==> config.mk <==
export PLATFORM = sky130hd
export DESIGN_NAME = rfp_out_flat
export DESIGN_NICKNAME = d
export VERILOG_FILES = /design/src/rtl/rfp_pkg.sv /design/src/rtl/rfp_res_if.sv /design/src/rtl/rfp_out.sv /design/src/flat_wrapper.sv
export SDC_FILE = /design/constraint.sdc
export NUM_CORES = 1
export LEC_CHECK = 0
export BUFFER_PORTS_ARGS = -buffer_cell sky130_fd_sc_hd__clkbuf_2
export CAP_MARGIN = 5
export CORE_ASPECT_RATIO = 1.5
export CORE_UTILIZATION = 46
export CTS_CLUSTER_SIZE = 20
export DETAILED_ROUTE_END_ITERATION = 16
export GPL_ROUTABILITY_DRIVEN = 0
export HOLD_SLACK_MARGIN = 0.06
export PLACE_DENSITY = 0.84
export SYNTH_ARGS = -nofsm -noshare
export SYNTH_HDL_FRONTEND = slang
export SYNTH_SLANG_ARGS = --single-unit
==> constraint.sdc <==
create_clock -name clk -period 3.7 [get_ports clk]
set_input_delay 0.185 -clock clk [delete_from_list [all_inputs] [get_ports clk]]
set_output_delay 0.185 -clock clk [all_outputs]
set_load 0.03 [all_outputs]
==> src/rtl/rfp_pkg.sv <==
// ----------------------------------------------------------------------------
// rfp_pkg
// Shared types and constants for the ring FIFO with peek: element and ring
// sizes, field widths, command codes and the structs passed between blocks.
// ----------------------------------------------------------------------------
package rfp_pkg;

	localparam int SLOT_COUNT    = 256;
	localparam int ELEMENT_WIDTH = 32;
	localparam int SLOT_ADDR_W   = $clog2(SLOT_COUNT);

	localparam int CMD_W  = 3;
	localparam int DATA_W = 32;
	localparam int AMT_W  = 8;
	localparam int POS_W  = 8;
	localparam int CAP_W  = 9;

	// Largest usable ring: limited by the 8-bit positions and by the store.
	localparam int CAP_TOP = (SLOT_COUNT < 256) ? SLOT_COUNT : 256;
	localparam logic [CAP_W-1:0] CAP_MIN   = CAP_W'(2);
	localparam logic [CAP_W-1:0] CAP_MAX   = CAP_W'(CAP_TOP);
	localparam logic [CAP_W-1:0] CAP_RESET = CAP_W'(256);

	// Configuration port
	localparam int CFG_ADDR_W = 3;
	localparam int CFG_DATA_W = 32;
	localparam logic [CFG_ADDR_W-3:0] REG_CAPACITY = '0;

	typedef enum logic [CMD_W-1:0] {
		CMD_PUSH     = 3'd0,
		CMD_PULL     = 3'd1,
		CMD_PEEK     = 3'd2,
		CMD_ADV_READ = 3'd3,
		CMD_ADV_WRIT = 3'd4,
		CMD_CLEAR    = 3'd5
	} command_t;

	typedef struct packed {
		logic                     we;
		logic [SLOT_ADDR_W-1:0]   waddr;
		logic [ELEMENT_WIDTH-1:0] wdata;
		logic                     re;
		logic [SLOT_ADDR_W-1:0]   raddr;
	} ram_req_t;

	typedef struct packed {
		logic             is_read;
		logic             accepted;
		logic [POS_W-1:0] occupancy;
		logic [POS_W-1:0] free_slots;
		logic             overflow_seen;
	} res_info_t;

endpackage

==> src/rtl/rfp_res_if.sv <==
// ----------------------------------------------------------------------------
// rfp_res_if
// Result channel of the ring FIFO: valid/ready handshake with one result item
// per command.
// ----------------------------------------------------------------------------
interface rfp_res_if;
	logic                          valid;
	logic                          ready;
	logic [rfp_pkg::DATA_W-1:0]    read_data;
	logic                          accepted;
	logic [rfp_pkg::POS_W-1:0]     occupancy;
	logic [rfp_pkg::POS_W-1:0]     free_slots;
	logic                          overflow_seen;

	modport source (output valid, read_data, accepted, occupancy, free_slots,
		overflow_seen, input ready);
	modport sink (input valid, read_data, accepted, occupancy, free_slots,
		overflow_seen, output ready);
endinterface

==> src/rtl/rfp_out.sv <==
// ----------------------------------------------------------------------------
// rfp_out
// Output stage. Joins the registered result fields with the slot memory read
// data and holds the result item until the consumer takes it.
// ----------------------------------------------------------------------------
module rfp_out (
	input  logic                                clk,
	input  logic                                arst_n,
	input  logic                                accept,
	input  rfp_pkg::res_info_t                  info_s1,
	input  logic [rfp_pkg::ELEMENT_WIDTH-1:0]   rdata,
	output logic                                in_ready,
	rfp_res_if.source                           res
);

	logic valid_s1;
	logic res_valid_q;
	logic s1_move;

	// The memory read data only changes on a new item, so it is safe to
	// sample it whenever the first stage moves on.
	assign s1_move  = valid_s1 && (!res_valid_q || res.ready);
	assign in_ready = !valid_s1 || s1_move;

	always_ff @(posedge clk or negedge arst_n) begin
		if (!arst_n) begin
			valid_s1    <= 1'b0;
			res_valid_q <= 1'b0;
		end else begin
			if (accept) begin
				valid_s1 <= 1'b1;
			end else if (s1_move) begin
				valid_s1 <= 1'b0;
			end
			if (s1_move) begin
				res_valid_q <= 1'b1;
			end else if (res.ready) begin
				res_valid_q <= 1'b0;
			end
		end
	end

	always_ff @(posedge clk) begin
		if (s1_move) begin
			res.read_data     <= info_s1.is_read ? rfp_pkg::DATA_W'(rdata) : '0;
			res.accepted      <= info_s1.accepted;
			res.occupancy     <= info_s1.occupancy;
			res.free_slots    <= info_s1.free_slots;
			res.overflow_seen <= info_s1.overflow_seen;
		end
	end

	assign res.valid = res_valid_q;

endmodule

==> src/flat_wrapper.sv <==
// flat-port wrapper written by rule: the top's interface ports become plain ports
module rfp_out_flat 
  (clk, arst_n, accept, info_s1, rdata, in_ready, res_valid, res_read_data, res_accepted, res_occupancy, res_free_slots, res_overflow_seen, res_ready);
  rfp_res_if res_i ();
  input  logic clk;
  input  logic arst_n;
  input  logic accept;
  input  rfp_pkg::res_info_t info_s1;
  input  logic [rfp_pkg::ELEMENT_WIDTH-1:0] rdata;
  output logic in_ready;
  output wire logic [$bits(res_i.valid)-1:0] res_valid;
  output wire logic [$bits(res_i.read_data)-1:0] res_read_data;
  output wire logic [$bits(res_i.accepted)-1:0] res_accepted;
  output wire logic [$bits(res_i.occupancy)-1:0] res_occupancy;
  output wire logic [$bits(res_i.free_slots)-1:0] res_free_slots;
  output wire logic [$bits(res_i.overflow_seen)-1:0] res_overflow_seen;
  input wire logic [$bits(res_i.ready)-1:0] res_ready;
  assign res_valid = res_i.valid;
  assign res_read_data = res_i.read_data;
  assign res_accepted = res_i.accepted;
  assign res_occupancy = res_i.occupancy;
  assign res_free_slots = res_i.free_slots;
  assign res_overflow_seen = res_i.overflow_seen;
  assign res_i.ready = res_ready;
  rfp_out u_core (.clk(clk), .arst_n(arst_n), .accept(accept), .info_s1(info_s1), .rdata(rdata), .in_ready(in_ready), .res(res_i));
endmodule
After elaboration in Yosys (flattened, before gate mapping)
Index checks and enable logic that the tools add are counted.

cells by class
  mux-type cells = 4
  reduce and logical (&&, ||, !) cells = 7

operator list
  kind                count
  two-way mux 1 bit   4
  nonzero test 2 bit  2
  logical NOT 1 bit   2
  logical OR 1 bit    2
  logical AND 1 bit   1

word-level totals
  flip-flop bits (word level) = 52
  input bits = 55
  output and inout port bits = 52
  word-level logic and storage cells = 18

Depth between registers and ports, before layout
  depth in word-level cells = 5
  gate-level depth with buffers = 2
  gate-level depth less buffers = 2

Least setup slack after synthesis
Ideal clock, no wire load.

  kind = register to register
  start point = register u_core.res_valid_q (netlist: u_core.res.valid)
  end point = register u_core.res.accepted (enable)
  library setup time = 413 ps
  arrival = 1,822 ps
  required time = 3,287 ps
  slack = 1,466 ps
  stages on the path, launching flop included = 3
  buffers on the path = 0
  period minus slack after synthesis = 2,234 ps
  path through = dfrtp_1 nand2b_1 and2_1

on the way
  longest elaborated chain between the ends = 3

ends and longest elaborated chain
  what                    RTL line          source
  from (decl)             rfp_out.sv:17     logic res_valid_q;
  from (signal assigned)  rfp_out.sv:28     res_valid_q <= 1'b0;
  from (signal assigned)  rfp_out.sv:36     res_valid_q <= 1'b1;
  from (signal assigned)  rfp_out.sv:38     res_valid_q <= 1'b0;
  logical NOT 1 bit       rfp_out.sv:22     assign s1_move = valid_s1 && (!res_valid_q || res.ready);
  logical OR 1 bit        rfp_out.sv:22
  logical AND 1 bit       rfp_out.sv:22
  via u_core.s1_move      rfp_out.sv:18     logic s1_move;
  to (decl)               rfp_res_if.sv:15  modport source (output valid, read_data, accepted, occupancy, free_slots,

The timed path passes the listed nets, and every way through them passes these cells.
A chain may end at the register's enable or synchronous reset.

Worst setup path in the final report
  start point = register u_core.res_valid_q (netlist: u_core.res.valid)
  end point = register u_core.res.read_data[6] (enable)

on the way
  longest elaborated chain between the ends = 3

ends and longest elaborated chain
  what                  RTL line          source
  logical NOT 1 bit     rfp_out.sv:22
  logical OR 1 bit      rfp_out.sv:22
  logical AND 1 bit     rfp_out.sv:22
  via u_core.s1_move    rfp_out.sv:18
  to (signal assigned)  rfp_out.sv:45     res.read_data <= info_s1.is_read ? rfp_pkg::DATA_W'(rdata) : '0;
  to (decl)             rfp_res_if.sv:15

The timed path passes the listed nets, and every way through them passes these cells.

==> flow_summary.rst <==
.. list-table::
   :header-rows: 1

   * - Metric
     - Value
   * - Most frequent cells after synthesis
     - sky130_fd_sc_hd__edfxtp_1, sky130_fd_sc_hd__and2_2, sky130_fd_sc_hd__clkbuf_2
   * - Count of flip-flops with a built-in enable after synthesis
     - 50
   * - Total wire length
     - 4040 microns
   * - Biggest area contributors in the synthesized netlist
     - sky130_fd_sc_hd__edfxtp_1, sky130_fd_sc_hd__and2_2, sky130_fd_sc_hd__dfrtp_1
   * - Area inside the core boundary
     - 3750 sq um
   * - Layout overhead on the synthesized area
     - 44.9%
   * - Slew @ Worst Pin
     - 1.13 ns
   * - Syn Inst Count
     - 93
   * - Vias in the first global route
     - 1240
   * - Count of maximum capacitance violations
     - 0
   * - Slack of the critical path
     - 1.91 ns
   * - Global-route wire length before repair
     - 5830 microns
   * - Clock Pin Slew Worst Setup and Hold Paths
     - 0.08 ns
   * - Maximum number of pins on one net before global-route repair
     - 51
   * - Number of sinks driven by the clock tree
     - 52
   * - Type of the most critical hold path
     - in2reg
   * - Number of buffers and inverters on the critical path
     - 0
   * - Share of the yosys chip area belonging to registers
     - 84.2%
   * - Maximum clock skew at final layout
     - 0.0134 ns
   * - Post-cts sizing count
     - 0
   * - Top-level I/O count
     - 107
   * - Met2 routing resource usage after global routing
     - 37.2%
   * - Timing-limited maximum frequency
     - 559 MHz
   * - Clock latency on the worst-skew pair
     - 0.30 ns
   * - Required time reported for the critical path endpoint
     - 3.62 ns
   * - Global route hottest layer
     - met2
   * - Time the final worst path needs with I/O delays and setup
     - 1.79 ns
   * - # rows
     - 27
   * - Critical Path AT
     - 1.71 ns
   * - Maximum level of the CTS H-tree
     - 2
   * - Iteration-0 DRC count of the detailed router
     - 23
   * - Vias per cell
     - 4.54
   * - Total of warnings raised by yosys
     - 0
   * - Fill cell total of the finished layout
     - 263
   * - CTS root buffer
     - sky130_fd_sc_hd__clkbuf_8
   * - Setup repair after global routing missed its margin
     - false
   * - Antenna fix cells
     - 0
   * - Post-Place Cell Area
     - 2410 sq um
   * - Width of the die
     - 53.7 microns
   * - Total Die Area
     - 4270 sq um
   * - Share of post-route cells with drive strength above 1
     - 66.5%
   * - Post-Syn Area
     - 1840 sq um
   * - Global Route Usage Sum
     - 20.3%
   * - Fraction of registers with async set/reset
     - 3.85%
   * - Library cell with the highest instance count after synthesis
     - sky130_fd_sc_hd__edfxtp_1
   * - TritonCTS Buffers
     - 5
   * - Total via count after detailed routing
     - 1199
   * - Power density of the placed cells
     - 464 nW/um^2
   * - Synth unique cells
     - 9
   * - Final hold violation count
     - 0
   * - Fin util
     - 71.2%
   * - Area of all placed cells without fillers
     - 2670 sq um
   * - Relative slew slack
     - 25.0%
   * - Nature of the critical path endpoint
     - register
   * - Total Nets Final
     - 275
   * - Status
     - finished clean
   * - Global-route met3 utilization
     - 3.81%
   * - Leading area contributor after synthesis
     - sky130_fd_sc_hd__edfxtp_1
   * - Post-route total power
     - 1.24 mW
   * - Nets in the synthesized netlist
     - 148
   * - Postcts setup bufs
     - 0
   * - Setup WS pre-CTS
     - 1.90 ns
   * - Residual DRC
     - 0
   * - Clock tree from TritonCTS
     - done
   * - Global routing met1 resource utilization
     - 20.9%
   * - Category of the worst setup path launch point
     - register
   * - Worst-path fanout max
     - 50
   * - Series of cell instances along the critical path
     - nand2b_1 -> and2_2
   * - Average cell area after synthesis
     - 19.8 sq um
   * - Count of nets left with antenna violations after detail routing
     - 0
   * - Area share of the largest cell type after synthesis
     - 81.5%
   * - Biggest cell delay along the critical path
     - 0.90 ns
   * - Routed length per instance
     - 15.3 microns
   * - Overall overflow remaining after global route
     - 0
   * - DRT Pass-1 Iters
     - 4
   * - #FFs+latches synth
     - 52
   * - Number of antenna violations at the first check in global routing
     - 0
   * - Port bufs
     - 106
   * - Slowest cell on the critical path
     - sky130_fd_sc_hd__and2_2
   * - Period utilisation layout
     - 48.3%
   * - Crit Path Class
     - reg2reg
   * - Die height
     - 79.5 microns
   * - Max VDD drop
     - 0.000352 V
   * - CP delay by family, top
     - simple AND/OR/NAND/NOR gates
   * - Hold buffers post-CTS
     - 15
   * - Maximum root-to-sink buffer count
     - 2
   * - Effective utilization at floorplan
     - 49.1%
   * - Number of pins with negative max-slew slack in the final report
     - 0
   * - Most used flip-flop cell after synthesis
     - sky130_fd_sc_hd__edfxtp_1
   * - Final setup violation count
     - 0
   * - Setup total negative slack
     - 0 ns
   * - Static power due to leakage
     - 1.20 nW
[per-layer routing]
metal | up-vias | part of all wire [%]
met3 | 7 | 4.7
met2 | 59 | 57
met4 | 0 | 1.8
met5 | - | 0
met1 | 551 | 36
li1 | 582 | -
[path summary, 6_finish.rpt]
path                                                end  slack (ns)        startpoint  depth (start not counted)
worst min-delay path                    u_core.valid_s1        0.07            accept                          2
max in group asynchronous               u_core.valid_s1        3.37            arst_n                          2
worst max register to register  u_core.res.read_data[6]        1.91  u_core.res.valid                          2
min in group asynchronous              u_core.res.valid        0.24            arst_n                          2
worst min register to register          u_core.valid_s1        0.55   u_core.valid_s1                          1
worst max-delay path            u_core.res.read_data[6]        1.91  u_core.res.valid                          2
[worst reg2reg max path, cell delays in order, from the launching register on]
cell                       delay (ns)
sky130_fd_sc_hd__dfrtp_1         0.40
sky130_fd_sc_hd__nand2b_1        0.09
sky130_fd_sc_hd__and2_2          0.90
[per-stage QoR]
stage,hold WS [ns],cells
3_5_place_dp,-0.0275,239
5_1_grt,0.0733,264
2_1_floorplan,-0.111,93
3_3_place_gp,-0.0304,239
6_report,0.0738,264
4_1_cts,0.0601,262
[cell type report]
class                   instances  area, sq um  share of cell area, %
flip-flops and latches         52         1550                   58.1
clock inverters                 3         18.8                  0.703
multi-input cells              38          278                   10.4
clock buffers                   5         68.8                   2.58
well taps                      43         53.8                   2.01
repair buffers                123          701                   26.2
[flip-flops by register name, indices dropped and copies added, names as in the netlist]
name	cells
u_core.res.read_data	32
u_core.res.free_slots	8
u_core.res.occupancy	8
u_core.res.accepted	1
u_core.res.overflow_seen	1
u_core.res.valid	1
u_core.valid_s1	1
[power by group]
part	internal, mW	total (mW)	leakage [nW]	switching, mW
Combinational	0.0725	0.214	0.639	0.141
Sequential	0.700	0.714	0.511	0.0132
Clock	0.132	0.312	0.0479	0.180
[cells by family after synthesis]
logic type / count (synthesis) / synth area share [%]
compound gates: 1 / 0.407
buf+inv: 3 / 0.814
flops: 52 / 84.2
simple gates: 37 / 14.6
[cell usage in the layout (no fill, tap or decap)]
| master | count |
|---|---|
| sky130_fd_sc_hd__clkbuf_2 | 106 |
| sky130_fd_sc_hd__dfrtp_1 | 2 |
| sky130_fd_sc_hd__nand2b_1 | 2 |
| sky130_fd_sc_hd__clkinv_2 | 2 |
| sky130_fd_sc_hd__nor2b_1 | 1 |
| sky130_fd_sc_hd__clkinv_4 | 1 |
| sky130_fd_sc_hd__edfxtp_1 | 50 |
| sky130_fd_sc_hd__clkbuf_8 | 5 |
| sky130_fd_sc_hd__and2_2 | 33 |
| sky130_fd_sc_hd__nand2_1 | 1 |
| sky130_fd_sc_hd__dlygate4sd3_1 | 17 |
| sky130_fd_sc_hd__a21o_1 | 1 |
Power figures use the tool's default switching activity.
