<file path="config.mk">
export PLATFORM = sky130hd
export DESIGN_NAME = rfp_ctrl
export DESIGN_NICKNAME = d
export VERILOG_FILES = /design/src/rtl/rfp_pkg.sv /design/src/rtl/rfp_ctrl.sv
export SDC_FILE = /design/constraint.sdc
export NUM_CORES = 1
export LEC_CHECK = 0
export BUFFER_PORTS_ARGS = -buffer_cell sky130_fd_sc_hd__buf_2
export CORE_UTILIZATION = 40
export CTS_CLUSTER_DIAMETER = 30
export DETAILED_ROUTE_END_ITERATION = 8
export PLACE_DENSITY = 0.63
export SYNTH_ARGS = -nofsm -noshare
export SYNTH_HDL_FRONTEND = slang
export SYNTH_SLANG_ARGS = --single-unit
</file>
<file path="constraint.sdc">
create_clock -name clk -period 7.65 [get_ports clk]
set_input_delay 0 -clock clk [delete_from_list [all_inputs] [get_ports clk]]
set_output_delay 0 -clock clk [all_outputs]
set_load 0.01 [all_outputs]
</file>
<file path="src/rtl/rfp_pkg.sv">
// ----------------------------------------------------------------------------
// rfp_pkg
// Shared types and constants for the ring FIFO with peek: element and ring
// sizes, field widths, command codes and the structs passed between blocks.
// ----------------------------------------------------------------------------
package rfp_pkg;

	localparam int SLOT_COUNT    = 256;
	localparam int ELEMENT_WIDTH = 32;
	localparam int SLOT_ADDR_W   = $clog2(SLOT_COUNT);

	localparam int CMD_W  = 3;
	localparam int DATA_W = 32;
	localparam int AMT_W  = 8;
	localparam int POS_W  = 8;
	localparam int CAP_W  = 9;

	// Largest usable ring: limited by the 8-bit positions and by the store.
	localparam int CAP_TOP = (SLOT_COUNT < 256) ? SLOT_COUNT : 256;
	localparam logic [CAP_W-1:0] CAP_MIN   = CAP_W'(2);
	localparam logic [CAP_W-1:0] CAP_MAX   = CAP_W'(CAP_TOP);
	localparam logic [CAP_W-1:0] CAP_RESET = CAP_W'(256);

	// Configuration port
	localparam int CFG_ADDR_W = 3;
	localparam int CFG_DATA_W = 32;
	localparam logic [CFG_ADDR_W-3:0] REG_CAPACITY = '0;

	typedef enum logic [CMD_W-1:0] {
		CMD_PUSH     = 3'd0,
		CMD_PULL     = 3'd1,
		CMD_PEEK     = 3'd2,
		CMD_ADV_READ = 3'd3,
		CMD_ADV_WRIT = 3'd4,
		CMD_CLEAR    = 3'd5
	} command_t;

	typedef struct packed {
		logic                     we;
		logic [SLOT_ADDR_W-1:0]   waddr;
		logic [ELEMENT_WIDTH-1:0] wdata;
		logic                     re;
		logic [SLOT_ADDR_W-1:0]   raddr;
	} ram_req_t;

	typedef struct packed {
		logic             is_read;
		logic             accepted;
		logic [POS_W-1:0] occupancy;
		logic [POS_W-1:0] free_slots;
		logic             overflow_seen;
	} res_info_t;

endpackage

</file>
<file path="src/rtl/rfp_ctrl.sv">
// ----------------------------------------------------------------------------
// rfp_ctrl
// Pointer and flag state of the ring. Decodes an accepted command, updates the
// read and write positions and the overflow mark, drives the slot memory and
// registers the result fields for the output stage.
// ----------------------------------------------------------------------------
module rfp_ctrl (
	input  logic                            clk,
	input  logic                            arst_n,
	input  logic                            accept,
	input  logic [rfp_pkg::CMD_W-1:0]       command,
	input  logic [rfp_pkg::DATA_W-1:0]      push_data,
	input  logic [rfp_pkg::AMT_W-1:0]       amount,
	input  logic                            cfg_we,
	input  logic [rfp_pkg::CAP_W-1:0]       cfg_capacity,
	output logic [rfp_pkg::CAP_W-1:0]       capacity_q,
	output rfp_pkg::ram_req_t               ram_req,
	output rfp_pkg::res_info_t              info_s1
);

	logic [rfp_pkg::POS_W-1:0] rd_pos_q, wr_pos_q, rd_pos_n, wr_pos_n;
	logic                      ovf_q, ovf_n;
	logic [rfp_pkg::CAP_W-1:0] cap;
	logic [rfp_pkg::POS_W-1:0] occ_cur, occ_new;
	logic                      amt_ok;
	rfp_pkg::res_info_t        info_n;

	// Position plus distance, both below the capacity, wrapped once.
	function automatic logic [rfp_pkg::POS_W-1:0] wrap_add(
		input logic [rfp_pkg::POS_W-1:0] pos,
		input logic [rfp_pkg::POS_W-1:0] inc,
		input logic [rfp_pkg::CAP_W-1:0] cap_v
	);
		logic [rfp_pkg::CAP_W-1:0] sum;
		sum = {1'b0, pos} + {1'b0, inc};
		if (sum >= cap_v) begin
			sum = sum - cap_v;
		end
		return sum[rfp_pkg::POS_W-1:0];
	endfunction

	function automatic logic [rfp_pkg::POS_W-1:0] held(
		input logic [rfp_pkg::POS_W-1:0] wp,
		input logic [rfp_pkg::POS_W-1:0] rp,
		input logic [rfp_pkg::CAP_W-1:0] cap_v
	);
		logic [rfp_pkg::CAP_W-1:0] diff;
		diff = {1'b0, wp} - {1'b0, rp};
		if (wp < rp) begin
			diff = diff + cap_v;
		end
		return diff[rfp_pkg::POS_W-1:0];
	endfunction

	// Out-of-range register values are saturated into the usable range.
	always_comb begin
		if (capacity_q < rfp_pkg::CAP_MIN) begin
			cap = rfp_pkg::CAP_MIN;
		end else if (capacity_q > rfp_pkg::CAP_MAX) begin
			cap = rfp_pkg::CAP_MAX;
		end else begin
			cap = capacity_q;
		end
	end

	assign occ_cur = held(wr_pos_q, rd_pos_q, cap);
	assign amt_ok  = ({1'b0, amount} < cap);

	always_comb begin
		rd_pos_n       = rd_pos_q;
		wr_pos_n       = wr_pos_q;
		ovf_n          = ovf_q;
		ram_req.we     = 1'b0;
		ram_req.waddr  = rfp_pkg::SLOT_ADDR_W'(wr_pos_q);
		ram_req.wdata  = rfp_pkg::ELEMENT_WIDTH'(push_data);
		ram_req.re     = 1'b0;
		ram_req.raddr  = rfp_pkg::SLOT_ADDR_W'(rd_pos_q);
		info_n.is_read  = 1'b0;
		info_n.accepted = 1'b0;
		case (rfp_pkg::command_t'(command))
			rfp_pkg::CMD_PUSH: begin
				// One slot stays spare, so full means capacity minus one held.
				if ({1'b0, occ_cur} != cap - rfp_pkg::CAP_W'(1)) begin
					ram_req.we      = accept;
					wr_pos_n        = wrap_add(wr_pos_q, rfp_pkg::POS_W'(1), cap);
					info_n.accepted = 1'b1;
				end else begin
					ovf_n = 1'b1;
				end
			end
			rfp_pkg::CMD_PULL: begin
				if (occ_cur != '0) begin
					ram_req.re      = accept;
					rd_pos_n        = wrap_add(rd_pos_q, rfp_pkg::POS_W'(1), cap);
					info_n.is_read  = 1'b1;
					info_n.accepted = 1'b1;
				end
			end
			rfp_pkg::CMD_PEEK: begin
				if (amt_ok) begin
					ram_req.re      = accept;
					ram_req.raddr   = rfp_pkg::SLOT_ADDR_W'(wrap_add(rd_pos_q, amount, cap));
					info_n.is_read  = 1'b1;
					info_n.accepted = 1'b1;
				end
			end
			rfp_pkg::CMD_ADV_READ: begin
				if (amt_ok) begin
					rd_pos_n        = wrap_add(rd_pos_q, amount, cap);
					info_n.accepted = 1'b1;
				end
			end
			rfp_pkg::CMD_ADV_WRIT: begin
				if (amt_ok) begin
					wr_pos_n        = wrap_add(wr_pos_q, amount, cap);
					info_n.accepted = 1'b1;
				end
			end
			rfp_pkg::CMD_CLEAR: begin
				rd_pos_n        = '0;
				wr_pos_n        = '0;
				ovf_n           = 1'b0;
				info_n.accepted = 1'b1;
			end
			default: begin
			end
		endcase
		occ_new              = held(wr_pos_n, rd_pos_n, cap);
		info_n.occupancy     = occ_new;
		info_n.free_slots    = rfp_pkg::POS_W'(cap - rfp_pkg::CAP_W'(1) - {1'b0, occ_new});
		info_n.overflow_seen = ovf_n;
	end

	always_ff @(posedge clk or negedge arst_n) begin
		if (!arst_n) begin
			capacity_q <= rfp_pkg::CAP_RESET;
			rd_pos_q   <= '0;
			wr_pos_q   <= '0;
			ovf_q      <= 1'b0;
		end else if (cfg_we) begin
			// A new capacity empties the ring; the overflow mark is kept.
			capacity_q <= cfg_capacity;
			rd_pos_q   <= '0;
			wr_pos_q   <= '0;
		end else if (accept) begin
			rd_pos_q <= rd_pos_n;
			wr_pos_q <= wr_pos_n;
			ovf_q    <= ovf_n;
		end
	end

	always_ff @(posedge clk) begin
		if (accept) begin
			info_s1 <= info_n;
		end
	end

endmodule

</file>
Word level (Yosys, flattened, before mapping)
Index checks and enable logic that the tools add are counted.
{"block": "classes", "addsub": 14, "magnitude_cmp": 9, "n_eq_ne": 6, "muxes": 32, "n_bitwise": 1, "n_reduce_logical": 5}
{"op": "8-bit 2-to-1 mux", "count": 15}
{"op": "8-bit subtractor", "count": 7}
{"op": "8-bit one-hot mux with 3 select lines", "count": 2}
{"op": "9-bit >= comparator", "count": 4}
{"op": "9-bit 2-to-1 mux", "count": 3}
{"op": "8-bit by 1-bit adder with 9-bit output (second input constant)", "count": 2}
{"op": "8-bit by 8-bit adder with 9-bit output", "count": 2}
{"op": "8-bit adder", "count": 2}
{"op": "8-bit < comparator", "count": 2}
{"op": "9-bit > comparator (second input constant)", "count": 1}
{"op": "8-bit by 9-bit < comparator with 1-bit output", "count": 1}
{"op": "9-bit by 2-bit < comparator with 1-bit output (second input constant)", "count": 1}
{"op": "8-bit by 9-bit != test with 1-bit output", "count": 1}
{"op": "9-bit by 1-bit subtractor with 9-bit output (second input constant)", "count": 1}
{"op": "8-bit nonzero test", "count": 1}
{"op": "3-bit by 2-bit == test with 1-bit output (second input constant)", "count": 2}
{"op": "3-bit == test (second input constant)", "count": 2}
{"op": "1-bit 2-to-1 mux", "count": 6}
{"op": "1-bit one-hot mux with 2 select lines", "count": 3}
{"op": "1-bit one-hot mux with 5 select lines", "count": 1}
{"op": "2-bit 2-to-1 mux", "count": 2}
{"op": "3-bit by 1-bit == test with 1-bit output (second input constant)", "count": 1}
{"op": "3-bit zero test", "count": 1}
{"op": "2-bit AND reduction", "count": 1}
{"op": "other kinds (3)", "count": 3}
{"block": "totals", "reg_bits": 45, "inputBits": 56, "out_inout_bits": 78, "elab_cells": 76}

Longest topological paths before layout
{"block": "depth", "word_depth": 12, "depth_mapped": 41, "depth_no_buf": 39}

Worst setup path before layout
Ideal clock, no wire load.
{"block": "synth_path", "path_type": "register -> register", "startpoint": "register capacity_q[2] in the netlist's numbering", "endpoint": "register info_s1[8] in the netlist's numbering, data pin", "setup_time_ns": 0.258, "arrival_time_ns": 7.423, "required_ns": 7.392, "path_slack_ns": -0.031, "stages_incl_launch_ff": 36, "n_path_buf": 3, "period_less_slack_ns": 7.681, "cell_sequence": "dfrtp_1 clkbuf_1 nor3_1 o21ai_0 ha_1 buf_2 or3b_1 a221o_1 xor2_1 mux2_2 a2bb2oi_1 a2111oi_4 nand2_4 a32o_1 a31oi_1 ha_1 inv_1 fa_1 a21o_1 a21oi_1 o21bai_1 a21oi_1 o21ai_0 clkbuf_1 o21ai_0 inv_1 ha_1 nor2b_1 o21ai_0 nand2b_1 a21o_1 a21o_1 nand2_1 a221o_1 nand2_1 xnor2_1"}
{"element": "start, declared", "line_no": "rfp_ctrl.sv:16", "rtl": "output logic [rfp_pkg::CAP_W-1:0] capacity_q,"}
{"element": "start signal, assigned", "line_no": "rfp_ctrl.sv:136", "rtl": "capacity_q <= rfp_pkg::CAP_RESET;"}
{"element": "start signal, assigned", "line_no": "rfp_ctrl.sv:142", "rtl": "capacity_q <= cfg_capacity;"}
{"element": "end signal, assigned", "line_no": "rfp_ctrl.sv:154", "rtl": "info_s1 <= info_n;"}
{"element": "end, declared", "line_no": "rfp_ctrl.sv:18", "rtl": "output rfp_pkg::res_info_t info_s1"}

==> impl_metrics.ini <==
[outcome]
status = completed

[finish]
area_delta_synth_final_pct = 13.2
fill_cells = 1939
ff_latch_area_um2 = 1220
diodes = 0
nNetsFinal = 1184
multiInputGateArea_um2 = 6010
final_cells = 1280
final_cell_mix = ha_1, buf_2, nand2_1, nor2_1, inv_1
final_layout_size_suffix_gt1_share_pct = 18.9
layout_commonest_cell = ha_1
stdcell_area_um2 = 8790

[clock_tree]
clock_latency_ps = 290
clockBufferDepth = 2
cts.clk_slew.worst_paths_ps = 70
htree_num_levels = 2
clock-sinks = 45
cts_tree = yes
root_buffer = clkbuf_16
cts_buffers = 5

[synthesis]
synth_cell_types = 87
synthFlopType = dfrtp_1
ys_ff_latch = 45
synth_fp_nets = 1107
synth_cells = 942
synthTopCellsByArea = ha_1, dfrtp_1, edfxtp_1
synth_enable_flop_cells = 19
avgSynthCellArea_um2 = 8.24
syn_area_um2 = 7760
synthArstFlopShare_pct = 57.8
synth_largest_area_cell = ha_1
yosysSeqAreaShare_pct = 15.7
synth_top_area_share_pct = 15.8
ys_warn_count = 0

[critical_path]
critPathArrivalTime_ps = 7270
crit_path_max_fanout = 10
crit_type = flip-flop to flip-flop
endpoint_kind = flip-flop
r2r_slack_ps = 420
critical_path.reg2reg.startpoint = rd_pos_q[0]
cpMaxStageDelayCell = fa_1
cp.required_ps = 7700
slowest_delay_ps = 470
r2r-end = info_s1[8]
rr_worst_depth = 29
start_kind = flip-flop

[pwr]
irDropWorstVdd_uv = 145
p_total_mw = 2.26
power_leakage_nw = 4.05
power_density_nw_per_um2 = 257

[global_route]
antenna_found_initial = 0
grt_max_degree = 36
track_usage_pct = 24.5
grt_pass1_wl_um = 38000
grt_pass1_vias = 6994
overflow = 0

[floorplanning]
coreArea_um2 = 18900
fp-row-count = 50
ios = 134
die_height_um = 141
start_util_pct = 41.1
die_w_um = 141
dieArea_um2 = 20000

[place]
place_ws_ps = 193
postPlaceCellArea_um2 = 8440
dp_hpwl_um = 19200
io_buffers = 69
dpl.cell_count = 1258
place_congestion = 0.961

[sta]
fin_crit_sh_pct = 94.5
timing_hold_violations_final = 0
timing.slew.headroom_pct = 37.5
setup_viol = 0
period_minus_slack_ps = 7230
worstMarginPinSlew_ps = 931
slew_viol_final = 0
max_freq_mhz = 138
finClkSkew_ps = 7.03
setup_slack_ps = 421

[min_path]
worstHoldEndpoint = ram_req[26]
whs_path_depth = 0
hp-start = push_data[17]
hold_class = input port to output port

[route]
wl_met2_um = 10700
highest_layer = met4
dr_total_vias = 7309
drc = 0
met3_length_um = 1560
drt_pass1_iterations = 5
via_per_inst = 5.71
ant_nets = 0
met1_length_um = 11000
drt_iter0_drc = 512
routed_wl_um = 24300
wl_per_cell_um = 19.0

[run]
drv_cap = 0
==> routing by layer <==
metal,GRT usage [%],vias to the layer above
met5,0,-
met3,3.71,52
met1,32.9,3438
met4,10.0,0
li1,-,3570
met2,39.3,249
==> synth_stat cells (5+ instances only) <==
cell type  count
ha_1          98
nor2_1        64
a21oi_1       63
inv_1         63
nand2_1       63
xnor2_1       49
o21ai_0       45
nand3_1       34
buf_4         32
a21o_1        28
mux2_2        27
dfrtp_1       25
xor2_1        25
nand2b_1      22
clkbuf_1      20
nor2b_1       20
edfxtp_1      19
mux2i_1       18
nor3_1        17
or3_1         12
fa_1          11
o21bai_1      11
a31oi_1       10
and3_1        10
o21a_1         8
a211oi_1       7
o21ai_1        7
and2_1         6
nand4_1        6
a211o_1        5
a311oi_1       5
a32o_1         5
o211ai_1       5
==> cell type report <==
class                           instances  area share, %
Multi-Input combinational cell        775           68.4
Sequential cell                        45           13.9
Timing Repair Buffer                  128           9.40
Tap cell                              260           3.70
Inverter                               64           2.73
Clock buffer                            6           1.47
Clock inverter                          2          0.441
==> timing repair <==
| item | in CTS | in global routing |
|---|---|---|
| hold buffers | 10 | 0 |
| setup buffers | 0 | 4 |
| endpoints found under the hold margin | 34 | 0 |
| gates resized for setup | 0 | 18 |
| endpoints found under the setup margin | 0 | 3 |
==> kinds of logic (layout without fill, tap and decap cells) <==
family                     Yosys count  count (layout)  synth area share [%]
DFF                                 45              45                  15.7
buffers and inverters              122             200                  7.58
muxes                               45              45                  6.24
and+or+nand+nor                    285             285                  19.0
xor gates and xnor gates            76              76                  8.95
AOI/OAI and AO/OA                  259             259                  23.7
adders and majority gates          110             110                  18.8
==> through the flow <==
step                TNS (ps)  util, %  hold WS, ps
floorplan                  0        -         -296
CTS                        0     46.1       0.0686
finish                     0     46.5      0.00370
detailed placement         0     44.6       0.0686
global placement           0     44.6       0.0686
global route           -28.2     46.5       0.0151
==> critical path, delay by kind of cell, from the launching register on <==
kind,cells,cell delay (ps)
buffers and inverters,2,260
XOR/XNOR,4,850
AO/OA/AOI/OAI,13,2940
flip-flops,1,400
adder cells (fa/ha/maj),6,1900
AND/OR/NAND/NOR,4,630
==> worst max path at each step <==
| stage | start | to | slack (ps) | cells past startpoint |
|---|---|---|---|---|
| after global placement | rd_pos_q[0] | info_s1[7] | 280 | 33 |
| after detailed placement | wr_pos_q[0] | info_s1[8] | 190 | 38 |
| after CTS | wr_pos_q[0] | info_s1[8] | 130 | 38 |
| final | rd_pos_q[0] | info_s1[8] | 420 | 29 |
| after floorplan | capacity_q[5] | info_s1[8] | 230 | 34 |
| after global routing | wr_pos_q[0] | info_s1[7] | -20 | 35 |
==> where the power goes <==
| group | switching, mW | total, mW | internal (mW) |
|---|---|---|---|
| clock | 0.0970 | 0.252 | 0.155 |
| combinational | 0.895 | 1.63 | 0.731 |
| sequential | 0.0192 | 0.383 | 0.363 |
==> flip-flops by register name, summed over array words and instances, names as in the netlist <==
name / count
capacity_q: 9
info_s1: 19
ovf_q: 1
rd_pos_q: 8
wr_pos_q: 8
(Power assumes the default switching activity.)
